[src/sv/tnop_pkg.sv]
// tnop_pkg: shared types, telnet codes and reply tables for the telnet option parser
// no dependencies; compiled first
package tnop_pkg;

    // longest variable name accepted, counted in sub-negotiation positions
    localparam int NAME_LIMIT = 256;
    localparam int NAME_CMP_W = 13;

    // telnet command and option codes
    localparam logic [7:0] T_IAC    = 8'd255;
    localparam logic [7:0] T_DONT   = 8'd254;
    localparam logic [7:0] T_DO     = 8'd253;
    localparam logic [7:0] T_WONT   = 8'd252;
    localparam logic [7:0] T_WILL   = 8'd251;
    localparam logic [7:0] T_SB     = 8'd250;
    localparam logic [7:0] T_AYT    = 8'd246;
    localparam logic [7:0] T_NOP    = 8'd241;
    localparam logic [7:0] T_SE     = 8'd240;
    localparam logic [7:0] OPT_ECHO = 8'd1;
    localparam logic [7:0] OPT_SGA  = 8'd3;
    localparam logic [7:0] OPT_NAWS = 8'd31;
    localparam logic [7:0] OPT_ENV  = 8'd39;
    localparam logic [7:0] ENV_IS   = 8'd0;
    localparam logic [7:0] ENV_VAL  = 8'd1;
    localparam logic [7:0] ENV_SEND = 8'd1;
    localparam logic [7:0] CH_DEL   = 8'h7f;
    localparam logic [7:0] CH_LF    = 8'd10;

    // result kinds
    localparam logic [1:0] KIND_USER = 2'd0;
    localparam logic [1:0] KIND_PEER = 2'd1;
    localparam logic [1:0] KIND_SIZE = 2'd2;

    // configuration register indexes
    localparam logic [2:0] CFG_BACKSPACE = 3'd0;
    localparam logic [2:0] CFG_RETURN    = 3'd1;
    localparam logic [2:0] CFG_DEF_WIDTH = 3'd2;
    localparam logic [2:0] CFG_DEF_HEIGHT = 3'd3;
    localparam logic [2:0] CFG_MAX_TERM  = 3'd4;

    // configuration reset values
    localparam logic [7:0]  RST_BACKSPACE = 8'd8;
    localparam logic [7:0]  RST_RETURN    = 8'd13;
    localparam logic [15:0] RST_DEF_WIDTH = 16'd80;
    localparam logic [15:0] RST_DEF_HEIGHT = 16'd24;
    localparam logic [15:0] RST_MAX_TERM  = 16'd255;

    // name matching progress codes
    localparam logic [2:0] NP_BAD  = 3'd5;
    localparam logic [2:0] NP_DONE = 3'd6;
    localparam logic [2:0] NP_FULL = 3'd4;

    typedef enum logic [3:0] {
        S_DATA   = 4'd0,
        S_IAC    = 4'd1,
        S_WILL   = 4'd2,
        S_DO     = 4'd3,
        S_NAWS   = 4'd4,
        S_ENV    = 4'd5,
        S_ENV_IS = 4'd6,
        S_VAR    = 4'd7,
        S_VAL    = 4'd8,
        S_ARG    = 4'd9
    } parse_state_t;

    // result sequences a single received byte can start
    typedef enum logic [2:0] {
        SEQ_USER   = 3'd0,
        SEQ_REFUSE = 3'd1,
        SEQ_AYT    = 3'd2,
        SEQ_ENV    = 3'd3,
        SEQ_SIZE   = 3'd4
    } seq_t;

    function automatic logic [2:0] seq_len(input seq_t s);
        logic [2:0] n;
        case (s)
            SEQ_REFUSE: n = 3'd3;
            SEQ_AYT:    n = 3'd7;
            SEQ_ENV:    n = 3'd6;
            default:    n = 3'd1;
        endcase
        return n;
    endfunction

    // are-you-there answer "\n[YeS]\n"
    function automatic logic [7:0] ayt_byte(input logic [2:0] idx);
        logic [7:0] b;
        case (idx)
            3'd0:    b = 8'h0a;
            3'd1:    b = 8'h5b;
            3'd2:    b = 8'h59;
            3'd3:    b = 8'h65;
            3'd4:    b = 8'h53;
            3'd5:    b = 8'h5d;
            default: b = 8'h0a;
        endcase
        return b;
    endfunction

    // IAC SB NEW-ENVIRON SEND IAC SE
    function automatic logic [7:0] env_byte(input logic [2:0] idx);
        logic [7:0] b;
        case (idx)
            3'd0:    b = T_IAC;
            3'd1:    b = T_SB;
            3'd2:    b = OPT_ENV;
            3'd3:    b = ENV_SEND;
            3'd4:    b = T_IAC;
            default: b = T_SE;
        endcase
        return b;
    endfunction

    // characters of the variable name USER
    function automatic logic [7:0] user_char(input logic [1:0] idx);
        logic [7:0] b;
        case (idx)
            2'd0:    b = 8'h55;
            2'd1:    b = 8'h53;
            2'd2:    b = 8'h45;
            default: b = 8'h52;
        endcase
        return b;
    endfunction

    // small values fall back to the default, then everything is capped
    function automatic logic [15:0] clamp_size(input logic [15:0] v, input logic [15:0] floor_v,
                                               input logic [15:0] dflt, input logic [15:0] maxv);
        logic [15:0] r;
        r = (v <= floor_v) ? dflt : v;
        if (r > maxv)
            r = maxv;
        return r;
    endfunction

endpackage

[src/sv/tnop_in_if.sv]
// tnop_in_if: valid/ready channel carrying one received telnet byte
// depends on nothing
interface tnop_in_if;
    logic       valid;
    logic       ready;
    logic [7:0] rx_byte;

    modport source (output valid, output rx_byte, input ready);
    modport sink (input valid, input rx_byte, output ready);
endinterface

[src/sv/tnop_out_if.sv]
// tnop_out_if: valid/ready channel carrying one parser result
// depends on nothing
interface tnop_out_if;
    logic        valid;
    logic        ready;
    logic [1:0]  kind;
    logic [7:0]  out_byte;
    logic [15:0] term_cols;
    logic [15:0] term_rows;
    logic        last;

    modport source (output valid, output kind, output out_byte, output term_cols,
                    output term_rows, output last, input ready);
    modport sink (input valid, input kind, input out_byte, input term_cols,
                  input term_rows, input last, output ready);
endinterface

[src/sv/telnet_option_parser_unit.sv]
// telnet_option_parser_unit: server-side telnet negotiation parser, top level
// depends on tnop_pkg, tnop_in_if, tnop_out_if
//
// usage:
//   in_ch carries one received byte per transaction; out_ch carries results
//   (user byte, byte for the peer, or window size update), last marks the
//   final result of a received byte.  a byte may cause zero to seven results.
//   configuration is written through cfg_we / cfg_index / cfg_data while idle.
// timing and throughput:
//   the parser state is updated in the accepting cycle; the first result of
//   that byte is valid in the next cycle.  while out_ch.ready stays high, a
//   byte with at most one result sustains one byte per cycle.  a byte with
//   several results occupies the result sequencer until its last result
//   leaves, and the next byte is taken in the cycle that result is handed over.
// reset:
//   state returns to plain data, counters clear, window size takes the
//   default registers' reset values, no result is pending.
// receiver stall:
//   a pending result holds; in_ch.ready drops until its last result leaves.
module telnet_option_parser_unit
    import tnop_pkg::*;
(
    input  logic             clk,
    input  logic             rst_n,
    tnop_in_if.sink          in_ch,
    tnop_out_if.source       out_ch,
    input  logic             cfg_we,
    input  logic [2:0]       cfg_index,
    input  logic [15:0]      cfg_data
);

    // configuration registers
    logic [7:0]  bs_code_reg;
    logic [7:0]  ret_code_reg;
    logic [15:0] def_w_reg;
    logic [15:0] def_h_reg;
    logic [15:0] max_term_reg;

    // parser state
    parse_state_t state_reg, state_next;
    logic [7:0]   sub_reg, sub_next;
    logic [7:0]   size_reg [4];
    logic [7:0]   size_next [4];
    logic [2:0]   np_reg, np_next;
    logic         vu_reg, vu_next;
    logic [15:0]  cur_w_reg, cur_w_next;
    logic [15:0]  cur_h_reg, cur_h_next;

    // result sequencer
    logic         pend_reg, pend_next;
    seq_t         seq_reg, seq_next;
    logic [2:0]   idx_reg, idx_next;
    logic [7:0]   ba_reg, ba_next;
    logic [7:0]   bb_reg, bb_next;
    logic [15:0]  cols_reg, cols_next;
    logic [15:0]  rows_reg, rows_next;

    // per-byte result descriptor
    logic         res_c;
    seq_t         seq_c;
    logic [7:0]   ba_c;
    logic [7:0]   bb_c;

    logic         in_fire;
    logic         out_fire;
    logic         out_last;
    logic [7:0]   c;
    logic [7:0]   sub_inc;
    logic [15:0]  w_dec;
    logic [15:0]  h_dec;
    logic [15:0]  w_clamped;
    logic [15:0]  h_clamped;
    logic         name_room;

    assign c         = in_ch.rx_byte;
    assign out_last  = (idx_reg == seq_len(seq_reg) - 3'd1);
    assign out_fire  = out_ch.valid && out_ch.ready;
    assign in_ch.ready = !pend_reg || (out_ch.ready && out_last);
    assign in_fire   = in_ch.valid && in_ch.ready;
    assign sub_inc   = (sub_reg == 8'd255) ? sub_reg : sub_reg + 8'd1;
    assign w_dec     = {size_reg[0], size_reg[1]};
    assign h_dec     = {size_reg[2], size_reg[3]};
    assign w_clamped = clamp_size(w_dec, 16'd1, def_w_reg, max_term_reg);
    assign h_clamped = clamp_size(h_dec, 16'd2, def_h_reg, max_term_reg);
    assign name_room = {{(NAME_CMP_W - 8){1'b0}}, sub_reg} < NAME_CMP_W'(NAME_LIMIT - 2);

    // configuration writes
    always_ff @(posedge clk or negedge rst_n)
    begin
        if (!rst_n)
        begin
            bs_code_reg  <= RST_BACKSPACE;
            ret_code_reg <= RST_RETURN;
            def_w_reg    <= RST_DEF_WIDTH;
            def_h_reg    <= RST_DEF_HEIGHT;
            max_term_reg <= RST_MAX_TERM;
        end
        else if (cfg_we)
        begin
            case (cfg_index)
                CFG_BACKSPACE:  bs_code_reg  <= cfg_data[7:0];
                CFG_RETURN:     ret_code_reg <= cfg_data[7:0];
                CFG_DEF_WIDTH:  def_w_reg    <= cfg_data;
                CFG_DEF_HEIGHT: def_h_reg    <= cfg_data;
                CFG_MAX_TERM:   max_term_reg <= cfg_data;
                default:        ;
            endcase
        end
    end

    // parser next state and result descriptor
    always_comb
    begin
        state_next = state_reg;
        sub_next   = sub_reg;
        size_next  = size_reg;
        np_next    = np_reg;
        vu_next    = vu_reg;
        cur_w_next = cur_w_reg;
        cur_h_next = cur_h_reg;
        res_c      = 1'b0;
        seq_c      = SEQ_USER;
        ba_c       = 8'd0;
        bb_c       = 8'd0;

        case (state_reg)
            S_DATA:
            begin
                if (c == T_IAC)
                    state_next = S_IAC;
                else if (c == CH_DEL)
                begin
                    res_c = 1'b1;
                    ba_c  = bs_code_reg;
                end
                else if (c != 8'd0 && c != CH_LF && c < CH_DEL)
                begin
                    res_c = 1'b1;
                    ba_c  = c;
                end
            end
            S_IAC:
            begin
                case (c)
                    T_IAC:
                    begin
                        state_next = S_DATA;
                        res_c      = 1'b1;
                    end
                    T_AYT:
                    begin
                        state_next = S_DATA;
                        res_c      = 1'b1;
                        seq_c      = SEQ_AYT;
                    end
                    T_NOP:    state_next = S_DATA;
                    T_SB:     sub_next = sub_inc;
                    T_SE:
                    begin
                        if (sub_reg != 8'd0)
                            sub_next = sub_reg - 8'd1;
                        state_next = S_DATA;
                    end
                    T_WILL:   state_next = S_WILL;
                    T_DO:     state_next = S_DO;
                    OPT_NAWS: state_next = S_NAWS;
                    OPT_ENV:  state_next = S_ENV;
                    default:  state_next = S_ARG;
                endcase
            end
            S_WILL:
            begin
                if (c == OPT_ENV)
                begin
                    res_c = 1'b1;
                    seq_c = SEQ_ENV;
                end
                else if (c != OPT_NAWS)
                begin
                    res_c = 1'b1;
                    seq_c = SEQ_REFUSE;
                    ba_c  = c;
                    bb_c  = T_DONT;
                end
                state_next = S_DATA;
            end
            S_DO:
            begin
                if (c != OPT_SGA && c != OPT_ECHO)
                begin
                    res_c = 1'b1;
                    seq_c = SEQ_REFUSE;
                    ba_c  = c;
                    bb_c  = T_WONT;
                end
                state_next = S_DATA;
            end
            S_NAWS:
            begin
                if (sub_reg <= 8'd4)
                begin
                    for (int k = 0; k < 4; k++)
                        if (sub_reg == 8'(k + 1))
                            size_next[k] = c;
                    sub_next = sub_reg + 8'd1;
                end
                else
                begin
                    cur_w_next = w_clamped;
                    cur_h_next = h_clamped;
                    sub_next   = 8'd0;
                    state_next = S_IAC;
                    res_c      = 1'b1;
                    seq_c      = SEQ_SIZE;
                end
            end
            S_ENV:
            begin
                if (c == ENV_IS)
                    state_next = S_ENV_IS;
                sub_next     = 8'd1;
                size_next[0] = 8'd0;
                np_next      = 3'd0;
                vu_next      = 1'b0;
            end
            S_ENV_IS:
            begin
                if (c == 8'd0 || c == 8'd2 || c == 8'd3)
                begin
                    sub_next     = 8'd1;
                    size_next[0] = 8'd0;
                    np_next      = 3'd0;
                    vu_next      = 1'b0;
                    state_next   = S_VAR;
                end
                else if (c == T_IAC)
                    state_next = S_IAC;
                else
                    state_next = S_DATA;
            end
            S_VAR:
            begin
                if (c == ENV_VAL)
                begin
                    for (int k = 0; k < 4; k++)
                        if (sub_reg == 8'(k + 1))
                            size_next[k] = 8'd0;
                    sub_next   = sub_inc;
                    vu_next    = (np_reg == NP_FULL) || (np_reg == NP_DONE);
                    state_next = S_VAL;
                end
                else if (c == T_IAC)
                    state_next = S_IAC;
                else if (name_room)
                begin
                    // name byte at the old position, terminator at the new one
                    for (int k = 0; k < 4; k++)
                    begin
                        if (sub_reg == 8'(k + 1))
                            size_next[k] = c;
                        if (sub_inc == 8'(k + 1))
                            size_next[k] = 8'd0;
                    end
                    sub_next = sub_inc;
                    if (np_reg < NP_FULL)
                        np_next = (c != 8'd0 && c == user_char(np_reg[1:0]))
                                  ? np_reg + 3'd1 : NP_BAD;
                    else if (np_reg == NP_FULL)
                        np_next = (c == 8'd0) ? NP_DONE : NP_BAD;
                end
            end
            S_VAL:
            begin
                if (c <= 8'd3 || c == T_IAC)
                begin
                    for (int k = 0; k < 4; k++)
                        if (sub_reg == 8'(k + 1))
                            size_next[k] = 8'd0;
                    state_next   = (c == T_IAC) ? S_IAC : S_VAR;
                    sub_next     = 8'd1;
                    size_next[0] = 8'd0;
                    np_next      = 3'd0;
                    vu_next      = 1'b0;
                    if (vu_reg)
                    begin
                        res_c = 1'b1;
                        ba_c  = ret_code_reg;
                    end
                end
                else if (vu_reg)
                begin
                    res_c = 1'b1;
                    ba_c  = c;
                end
            end
            S_ARG:   state_next = (sub_reg != 8'd0) ? S_IAC : S_DATA;
            default: state_next = S_DATA;
        endcase
    end

    // parser state registers
    always_ff @(posedge clk or negedge rst_n)
    begin
        if (!rst_n)
        begin
            state_reg <= S_DATA;
            sub_reg   <= 8'd0;
            np_reg    <= 3'd0;
            vu_reg    <= 1'b0;
            cur_w_reg <= RST_DEF_WIDTH;
            cur_h_reg <= RST_DEF_HEIGHT;
            for (int k = 0; k < 4; k++)
                size_reg[k] <= 8'd0;
        end
        else if (in_fire)
        begin
            state_reg <= state_next;
            sub_reg   <= sub_next;
            np_reg    <= np_next;
            vu_reg    <= vu_next;
            cur_w_reg <= cur_w_next;
            cur_h_reg <= cur_h_next;
            size_reg  <= size_next;
        end
    end

    // result sequencer next values
    always_comb
    begin
        pend_next = pend_reg;
        seq_next  = seq_reg;
        idx_next  = idx_reg;
        ba_next   = ba_reg;
        bb_next   = bb_reg;
        cols_next = cols_reg;
        rows_next = rows_reg;
        if (out_fire)
        begin
            if (out_last)
                pend_next = 1'b0;
            else
                idx_next = idx_reg + 3'd1;
        end
        if (in_fire && res_c)
        begin
            pend_next = 1'b1;
            seq_next  = seq_c;
            idx_next  = 3'd0;
            ba_next   = ba_c;
            bb_next   = bb_c;
            cols_next = cur_w_next;
            rows_next = cur_h_next;
        end
    end

    // sequencer control
    always_ff @(posedge clk or negedge rst_n)
    begin
        if (!rst_n)
        begin
            pend_reg <= 1'b0;
            seq_reg  <= SEQ_USER;
            idx_reg  <= 3'd0;
        end
        else
        begin
            pend_reg <= pend_next;
            seq_reg  <= seq_next;
            idx_reg  <= idx_next;
        end
    end

    // sequencer payload
    always_ff @(posedge clk)
    begin
        ba_reg   <= ba_next;
        bb_reg   <= bb_next;
        cols_reg <= cols_next;
        rows_reg <= rows_next;
    end

    // result fields for the current sequence position
    always_comb
    begin
        out_ch.valid     = pend_reg;
        out_ch.last      = out_last;
        out_ch.kind      = KIND_PEER;
        out_ch.out_byte  = 8'd0;
        out_ch.term_cols = 16'd0;
        out_ch.term_rows = 16'd0;
        case (seq_reg)
            SEQ_USER:
            begin
                out_ch.kind     = KIND_USER;
                out_ch.out_byte = ba_reg;
            end
            SEQ_REFUSE:
            begin
                case (idx_reg)
                    3'd0:    out_ch.out_byte = T_IAC;
                    3'd1:    out_ch.out_byte = bb_reg;
                    default: out_ch.out_byte = ba_reg;
                endcase
            end
            SEQ_AYT: out_ch.out_byte = ayt_byte(idx_reg);
            SEQ_ENV: out_ch.out_byte = env_byte(idx_reg);
            SEQ_SIZE:
            begin
                out_ch.kind      = KIND_SIZE;
                out_ch.term_cols = cols_reg;
                out_ch.term_rows = rows_reg;
            end
            default: out_ch.out_byte = 8'd0;
        endcase
    end

endmodule

[src/flat_wrapper.sv]
// flat-port wrapper written by rule: the top's interface ports become plain ports
module telnet_option_parser_unit_flat import tnop_pkg::*;
  (clk, rst_n, cfg_we, cfg_index, cfg_data, in_ch_valid, in_ch_rx_byte, in_ch_ready, out_ch_valid, out_ch_kind, out_ch_out_byte, out_ch_term_cols, out_ch_term_rows, out_ch_last, out_ch_ready);
  tnop_in_if in_ch_i ();
  tnop_out_if out_ch_i ();
  input  logic clk;
  input  logic rst_n;
  input  logic cfg_we;
  input  logic [2:0] cfg_index;
  input  logic [15:0] cfg_data;
  input wire logic [$bits(in_ch_i.valid)-1:0] in_ch_valid;
  input wire logic [$bits(in_ch_i.rx_byte)-1:0] in_ch_rx_byte;
  output wire logic [$bits(in_ch_i.ready)-1:0] in_ch_ready;
  output wire logic [$bits(out_ch_i.valid)-1:0] out_ch_valid;
  output wire logic [$bits(out_ch_i.kind)-1:0] out_ch_kind;
  output wire logic [$bits(out_ch_i.out_byte)-1:0] out_ch_out_byte;
  output wire logic [$bits(out_ch_i.term_cols)-1:0] out_ch_term_cols;
  output wire logic [$bits(out_ch_i.term_rows)-1:0] out_ch_term_rows;
  output wire logic [$bits(out_ch_i.last)-1:0] out_ch_last;
  input wire logic [$bits(out_ch_i.ready)-1:0] out_ch_ready;
  assign in_ch_i.valid = in_ch_valid;
  assign in_ch_i.rx_byte = in_ch_rx_byte;
  assign in_ch_ready = in_ch_i.ready;
  assign out_ch_valid = out_ch_i.valid;
  assign out_ch_kind = out_ch_i.kind;
  assign out_ch_out_byte = out_ch_i.out_byte;
  assign out_ch_term_cols = out_ch_i.term_cols;
  assign out_ch_term_rows = out_ch_i.term_rows;
  assign out_ch_last = out_ch_i.last;
  assign out_ch_i.ready = out_ch_ready;
  telnet_option_parser_unit u_core (.clk(clk), .rst_n(rst_n), .in_ch(in_ch_i), .out_ch(out_ch_i), .cfg_we(cfg_we), .cfg_index(cfg_index), .cfg_data(cfg_data));
endmodule
[config.mk]
export PLATFORM = sky130hd
export DESIGN_NAME = telnet_option_parser_unit_flat
export DESIGN_NICKNAME = d
export VERILOG_FILES = /design/src/sv/tnop_pkg.sv /design/src/sv/tnop_in_if.sv /design/src/sv/tnop_out_if.sv /design/src/sv/telnet_option_parser_unit.sv /design/src/flat_wrapper.sv
export SDC_FILE = /design/constraint.sdc
export NUM_CORES = 1
export LEC_CHECK = 0
export BUFFER_PORTS_ARGS = -buffer_cell sky130_fd_sc_hd__buf_2
export CAP_MARGIN = 20
export CELL_PAD_IN_SITES_DETAIL_PLACEMENT = 1
export CELL_PAD_IN_SITES_GLOBAL_PLACEMENT = 2
export CORE_MARGIN = 5
export CORE_UTILIZATION = 31
export DETAILED_ROUTE_END_ITERATION = 16
export PLACE_DENSITY = 0.63
export REMOVE_ABC_BUFFERS = 1
export SETUP_SLACK_MARGIN = 0.1
export SLEW_MARGIN = 5
export SYNTH_ARGS = -nofsm -noshare
export SYNTH_HDL_FRONTEND = slang
export SYNTH_SLANG_ARGS = --single-unit
[constraint.sdc]
create_clock -name clk -period 11.65 [get_ports clk]
set_input_delay 0 -clock clk [delete_from_list [all_inputs] [get_ports clk]]
set_output_delay 0 -clock clk [all_outputs]
set_load 0.02 [all_outputs]
==> qor.yml, run 1 <==
timing.max_cap.violations: 0
antenna_found_initial: 0
worstSetupStartpoint: "u_core.h_dec[12]$_DFFE_PN0P_"
grt_use_met3: 0.0273
synthesis.yosys.warnings: 0
vias: 9391
final.fill_count: 4057
crit_path_max_incr_delay_ps: 780
post-dp-hpwl_um: 26900
largest_buffer_count_on_any_clock_path: 2
criticalPathCategory: "reg -> reg"
groute.layer.met2.usage: 0.303
finalWorstSetupSlack_ps: 6820
r2r_slack_ps: 6820
die_area_mm2: 0.0403
detail_route.vias_per_cell: 5.57
final-hold-violation-count: 0
grt_pass1_wl_um: 61700
yosys.area_share.adder: 0.0499
synth_top_family_by_area: "compound AO/OA/AOI/OAI gates"
synth-edff-count: 42
slew-limit-headroom: 0.344
grt_setup_unrepaired: "no"
grt_max_degree: 89
floorplan.core_area_mm2: 0.0357
fp.dieW_um: 201
area_growth_pct: 14.4
timing.critical_path.depth: 13
comb_power_share: 0.509
r2r.worst_path.cells: 13
post_cts_hold_fix_bufs: 18
post_synth_and_or_nand_nor_area_fraction: 0.173
timing.critical_path.buf_inv: 2
max_freq_mhz: 207
post_synth_inst_count: 1155
root_buffer: "clkbuf_16"
cp_top_family: "simple AND/OR/NAND/NOR gates"
netlist_top_cells_area: "dfrtp_1, edfxtp_1, mux2_2"
detail_route.drc_violations: 0
routed_wirelength_normalized_by_instance_count_um: 23.0
cts_inserted_buffers: 17
port_buffers: 76
cts_tree: "built"
path_max_fanout: 16
synth_async_sr_flop_share: 0.782
worstSetupStartpointType: "register"
timing.hold.worst.class: "in -> reg"
power_switching_mw: 1.63
mappedNetlistArea_mm2: 0.0113
worstPathCellList: "nor4_1 > nand4_1 > nor3_1 > buf_4 > a21o_1 > ha_1 > nand4_1 > nor4_1 > nand4_1 > o31ai_4 > buf_4 > mux2i_1 > o21ai_0"
worst_r2r_endpoint: "u_core.rows_reg[14]$_DFFE_PP_"
critical-path-slowest-cell: "nor3_1"
synthMuxAreaShare: 0.0799
post-synth-top-area-cell: "dfrtp_1"
postSynthRegisterBits: 193
p_leak_nw: 5.80
setup-violations-final: 0
fraction_of_the_yosys_area_taken_by_sequential_cells: 0.449
yosys.cell_count.top_type: "nand2_1"
status: "completed"
post_route_ant_nets: 0
yosysTopAreaCellShare: 0.291
worst_setup_path_endpoint: "u_core.rows_reg[14]$_DFFE_PP_"
start_util: 0.316
htree_num_levels: 4
met1_track_demand_over_resource: 0.280
rr_startpoint: "u_core.h_dec[12]$_DFFE_PN0P_"
totalNegativeSetupSlack_ps: 0
chipHeight_um: 201
pin_count: 77
vias_in_the_first_global_route: 9847
floorplan.rows: 69
synth_xor_xnor_area_share: 0.0101
arrival_ps: 4990
p_int_mw: 1.85
grtUsageTotal: 0.192
drt_wl_total_um: 38800
first_pass_iteration_count_of_the_detailed_router: 4
worst_pin_slew_ps: 976
final.min_clock_period_ps: 4830
cp.required_ps: 11810
top_usage_layer: "met2"
fin_skew_ps: 15.5
cts_resized: 0
dp_worst_setup_slack_ps: 6840
power.sequential.fraction: 0.322
design.final.nets: 1289
worst_setup_hold_path_clk_slew_ps: 80
final_max_slew_viol_count: 0
synth_top_flop_cell: "dfrtp_1"
drt_iter0_markers: 621
crit_path_frequent_cell: "nand4_1"
antenna-diode-count: 0
clkSinkCount: 193
fin_crit_sh: 0.415
vdd.ir_drop.worst_mv: 0.113
critical_path.endpoint_type: "register"
power_frac_clock: 0.170
syn_avg_cell_area_um2: 9.76
grt_overflow: 0
insertion_delay_ps: 460
place.gp.congestion: 0.812
final_layout_size_suffix_gt1_frac: 0.183
cellPowerDensity_mw_per_mm2: 270
netlist_top_cells_count: "nand2_1, dfrtp_1, o21ai_0"
power.share.switching: 0.468
synth_compound_area_frac: 0.201
yosysUniqueCellTypes: 76
cts.repair_timing.setup_buffer_count: 0
## per-stage QoR
stage / instance area [um2] / power [mW] / std cells / hold WS (ps) / utilization
after global placement: 12100 / 2.87 / 1635 / 177 / 0.340
after detailed placement: 12100 / 2.90 / 1635 / 173 / 0.340
after CTS: 12900 / 3.52 / 1685 / 7.42 / 0.361
final: 12900 / 3.48 / 1686 / 31.1 / 0.361
after floorplan: 11000 / 2.25 / 1082 / -296 / -
after global routing: 12900 / 3.75 / 1686 / 19.7 / 0.361
## power groups by stage
stage	clock network, mW	logic (mW)	registers (mW)
floorplan	0	1.19	1.06
global placement	0	1.74	1.13
finish	0.591	1.77	1.12
detailed placement	0	1.77	1.13
global route	0.637	1.97	1.14
CTS	0.611	1.79	1.12
## metal layers
layer,share of wire,routed length [um]
met1,0.50,19500
met5,0,0
met4,0.013,502
met2,0.46,17800
met3,0.027,1030
## cell type report
class / instances / area, um2 / share of cell area
Sequential cell: 193 / 5060 / 0.393
Multi-Input combinational cell: 854 / 5860 / 0.454
Clock buffer: 17 / 425 / 0.0330
Inverter: 35 / 131 / 0.0102
Timing Repair Buffer: 111 / 692 / 0.0536
Tap cell: 461 / 577 / 0.0447
Clock inverter: 15 / 149 / 0.0115
## layout by cell type (no fill, tap or decap), types with 9 or more instances in the layout
cell,count
nand2_1,135
clkbuf_16,17
dfstp_2,20
ha_1,45
edfxtp_1,42
and3_1,43
dfrtp_1,131
inv_1,35
nand3_1,27
buf_4,16
a21o_1,37
mux2_2,56
dlygate4sd3_1,18
buf_2,75
nor3_1,37
nor2b_1,13
mux2i_1,27
o31ai_1,36
nand4_1,16
nor4_1,10
a21oi_1,53
a22o_1,33
o21ai_0,84
o211ai_1,9
nor2_1,43
## cells by family (layout without fill, tap and decap cells)
logic type	after synthesis	after routing
and+or+nand+nor	383	383
adders and majority gates	45	45
buffers and inverters	108	178
AOI/OAI and AO/OA	330	330
muxes	83	83
xor gates and xnor gates	13	13
DFF	193	193
## how the worst min path moves through the flow
stage	startpoint	depth (start not counted)	slack [ps]	end
5_1_grt	in_ch_rx_byte[5]	2	20	u_core.h_dec[13]$_DFFE_PN0P_
2_1_floorplan	rst_n	0	-300	u_core.bs_code_reg[0]$_DFFE_PN0P_
3_5_place_dp	rst_n	1	170	u_core.cur_h_reg[8]$_DFFE_PN0P_
4_1_cts	in_ch_rx_byte[5]	2	7	u_core.h_dec[5]$_DFFE_PN0P_
3_3_place_gp	rst_n	1	180	u_core.cur_h_reg[8]$_DFFE_PN0P_
6_report	in_ch_rx_byte[5]	2	30	u_core.h_dec[5]$_DFFE_PN0P_
No activity file was read; power rests on OpenSTA's default activity.
==> run 2: changes to the inputs <==
--- a/config.mk
+++ b/config.mk
@@ -5,6 +5,7 @@
 export SDC_FILE = /design/constraint.sdc
 export NUM_CORES = 1
 export LEC_CHECK = 0
+export ABC_AREA = 1
 export BUFFER_PORTS_ARGS = -buffer_cell sky130_fd_sc_hd__buf_2
 export CAP_MARGIN = 20
 export CELL_PAD_IN_SITES_DETAIL_PLACEMENT = 1
@@ -12,7 +13,7 @@
 export CORE_MARGIN = 5
 export CORE_UTILIZATION = 31
 export DETAILED_ROUTE_END_ITERATION = 16
-export PLACE_DENSITY = 0.63
+export PLACE_DENSITY = 0.69
 export REMOVE_ABC_BUFFERS = 1
 export SETUP_SLACK_MARGIN = 0.1
 export SLEW_MARGIN = 5
==> constraint.sdc (replaced) <==
create_clock -name clk -period 4.56 [get_ports clk]
set_input_delay 0 -clock clk [delete_from_list [all_inputs] [get_ports clk]]
set_output_delay 0 -clock clk [all_outputs]
set_load 0.02 [all_outputs]
==> qor.yml, run 2 <==
status: "completed"
cell_area_after_layout_mm2: 0.0146  # +13%
insertion_delay_ps: 490  # +30 ps
first_pass_iteration_count_of_the_detailed_router: 5  # +1
port_buffers: 76  # unchanged
grt_max_degree: 152  # +71%
post_route_ant_nets: 0  # unchanged
postSynthRegisterBits: 193  # unchanged
worst_pin_slew_ps: 941  # -34.6 ps
post_synth_inst_count: 1802  # +56%
path_max_fanout: 17  # +1
final.fill_count: 5122  # +26%
r2r_slack_ps: 790  # -6020 ps
worst_setup_hold_path_clk_slew_ps: 80  # about the same
vdd.ir_drop.worst_mv: 0.265  # +130%
yosysTopAreaCellShare: 0.254  # -0.0364
largest_buffer_count_on_any_clock_path: 2  # unchanged
criticalPathCategory: "reg -> reg"
final-hold-violation-count: 0  # unchanged
chipHeight_um: 214  # +6.6%
cts_tree: "built"
layout.cells.most_common: "nand2_1"
yosysUniqueCellTypes: 49  # -36%
yosys.cell_count.top_type: "nand2_1"
setup-violations-final: 0  # unchanged
cp_top_family: "simple AND/OR/NAND/NOR gates"
final_max_slew_viol_count: 0  # unchanged
routed_wirelength_normalized_by_instance_count_um: 19.6  # -15%
worstSetupStartpointType: "register"
syn_avg_cell_area_um2: 7.15  # -27%
worst_r2r_endpoint: "u_core.cols_reg[6]$_DFFE_PP_"
floorplan.rows: 74  # +7.2%
floorplan.core_area_mm2: 0.0410  # +15%
fp.dieW_um: 214  # +6.6%
fin_skew_ps: 14.5  # -1.02 ps
critical_path.endpoint_type: "register"
root_buffer: "clkbuf_16"
critical-path-slowest-cell: "nand2_1"
synth_top_flop_cell: "dfrtp_1"
place.gp.congestion: 0.832  # +2.5%
fin_crit_sh: 0.826  # +0.411
mappedNetlistArea_mm2: 0.0129  # +14%
pin_count: 77  # unchanged
htree_num_levels: 4  # unchanged
detail_route.vias_per_cell: 5.10  # -8.5%
post-synth-top-area-cell: "dfrtp_1"
area_growth_pct: 13.1
arrival_ps: 4120  # -870 ps
grt_overflow: 0  # unchanged
final_layout_size_suffix_gt1_frac: 0.136  # -0.0470
slew-limit-headroom: 0.372  # +0.0281
final.min_clock_period_ps: 3770  # -1070 ps
totalNegativeSetupSlack_ps: 0  # unchanged
die_area_mm2: 0.0458  # +14%
grt_setup_unrepaired: "no"
worstPathCellList: "inv_1 > nand3_1 > nor2_1 > nand2_1 > inv_1 > nand2_1 > nand2_1 > ha_1 > nand4_1 > nor3_1 > nand3_1 > buf_4 > nand2_1 > nand2_1 > nand3_1 > and2_1"
layout_common_cells: "nand2_1, nand3_1, inv_1"
r2r.worst_path.cells: 16  # +3
grt_pass1_wl_um: 76000  # +23%
drt_iter0_markers: 845  # +36%
vias_in_the_first_global_route: 12900  # +31%
synthesis.yosys.warnings: 0  # unchanged
timing.critical_path.depth: 16  # +3
timing.hold.worst.class: "in -> reg"
design.final.nets: 1949  # +51%
netlist_top_cells_count: "nand2_1, nand3_1, inv_1"
grtUsageTotal: 0.209  # +0.0176
worstSetupStartpoint: "u_core.size_reg[26]$_DFFE_PN0P_"
timing.critical_path.buf_inv: 3  # +1
vias: 12300  # +31%
start_util: 0.314  # -0.00126
crit_path_frequent_cell: "nand2_1"
worst_setup_path_endpoint: "u_core.cols_reg[6]$_DFFE_PP_"
antenna_found_initial: 0  # unchanged
netlist_top_cells_area: "dfrtp_1, nand2_1, edfxtp_1"
max_freq_mhz: 265  # +28%
post-dp-hpwl_um: 35000  # +30%
placed_cell_area_mm2: 0.0138  # +14%
drt_wl_total_um: 47400  # +22%
antenna-diode-count: 0  # unchanged
p_leak_nw: 7.36  # +27%
cp.required_ps: 4920  # -6890 ps
crit_path_max_incr_delay_ps: 540  # -240 ps
cellPowerDensity_mw_per_mm2: 621  # +130%
clkSinkCount: 193  # unchanged
fin_total_pwr_mw: 9.05  # +160%
rr_startpoint: "u_core.size_reg[26]$_DFFE_PN0P_"
synth-edff-count: 42  # unchanged
cts_inserted_buffers: 17  # unchanged
fraction_of_the_yosys_area_taken_by_sequential_cells: 0.393  # -0.0562
timing.max_cap.violations: 0  # unchanged
synth_async_sr_flop_share: 0.782  # unchanged
detail_route.drc_violations: 0  # unchanged
==> run 2: area by class of cell <==
cell class / instances / area [um2] / share of cell area
clock buffer: 24 / 524 / 0.0360
clock inverter: 8 / 60.1 / 0.00412
inverter: 221 / 831 / 0.0570
multi-input combinational: 1319 / 6620 / 0.454
sequential: 193 / 5060 / 0.347
tap: 532 / 666 / 0.0457
timing repair buffer: 120 / 807 / 0.0554
==> run 2: through the flow <==
stage / instances / utilization / setup WS, ps / hold WS (ps)
after floorplan: 1733 / - / 1280 / -296
after global placement: 2366 / 0.336 / 869 / 231
after detailed placement: 2366 / 0.336 / 850 / 228
after CTS: 2416 / 0.355 / 811 / 9.22
after global routing: 2417 / 0.355 / 426 / 63.5
final: 2417 / 0.355 / 793 / 43.7
==> run 2: worst register-to-register path: stages (launching register included) <==
cell     delay (ps)
dfrtp_1         380
inv_1           130
nand3_1         160
nor2_1          130
nand2_1          90
inv_1           520
nand2_1         120
nand2_1         160
ha_1            160
nand4_1         130
nor3_1          340
nand3_1         120
buf_4           230
nand2_1         540
nand2_1         170
nand3_1         130
and2_1          120
==> run 2: timing repair <==
item	CTS	global route
resized for setup	0	0
setup endpoints to repair	0	0
hold endpoints to repair	198	0
hold buffers	18	0
buffers inserted	0	0
==> run 2: worst min-delay path by stage <==
stage | start | to | slack, ps | cells past startpoint
final | in_ch_rx_byte[0] | u_core.size_reg[24]$_DFFE_PN0P_ | 40 | 5
after global routing | in_ch_rx_byte[0] | u_core.size_reg[24]$_DFFE_PN0P_ | 60 | 5
after detailed placement | rst_n | u_core.sub_reg[7]$_DFFE_PN0P_ | 230 | 2
after global placement | rst_n | u_core.sub_reg[7]$_DFFE_PN0P_ | 230 | 2
after CTS | in_ch_rx_byte[0] | u_core.size_reg[24]$_DFFE_PN0P_ | 9 | 5
after floorplan | rst_n | u_core.bs_code_reg[0]$_DFFE_PN0P_ | -300 | 0
==> run 2: metal layers <==
layer  up-vias  global-route usage  part of all wire
met2       181               0.328              0.44
met3        43              0.0305             0.033
met4         0              0.0524             0.016
met5         -                   0                 0
met1      6098               0.304              0.51
li1       6002                   -                 -
==> run 2: kinds of logic (layout without fill, tap and decap cells) <==
| logic type | Yosys count | in the layout | synth area share |
|---|---|---|---|
| AND/OR/NAND/NOR | 1036 | 1036 | 0.366 |
| buffers and inverters | 290 | 373 | 0.0935 |
| AO/OA/AOI/OAI | 232 | 232 | 0.100 |
| flip-flops | 193 | 193 | 0.393 |
| adder cells (fa/ha/maj) | 45 | 45 | 0.0437 |
| XOR/XNOR | 6 | 6 | 0.00408 |
==> run 2: power by group <==
part           switching [mW]  internal, mW  leakage [nW]
Clock                   0.749         0.813         0.289
Combinational            3.14          1.50          4.83
Sequential              0.411          2.44          2.23
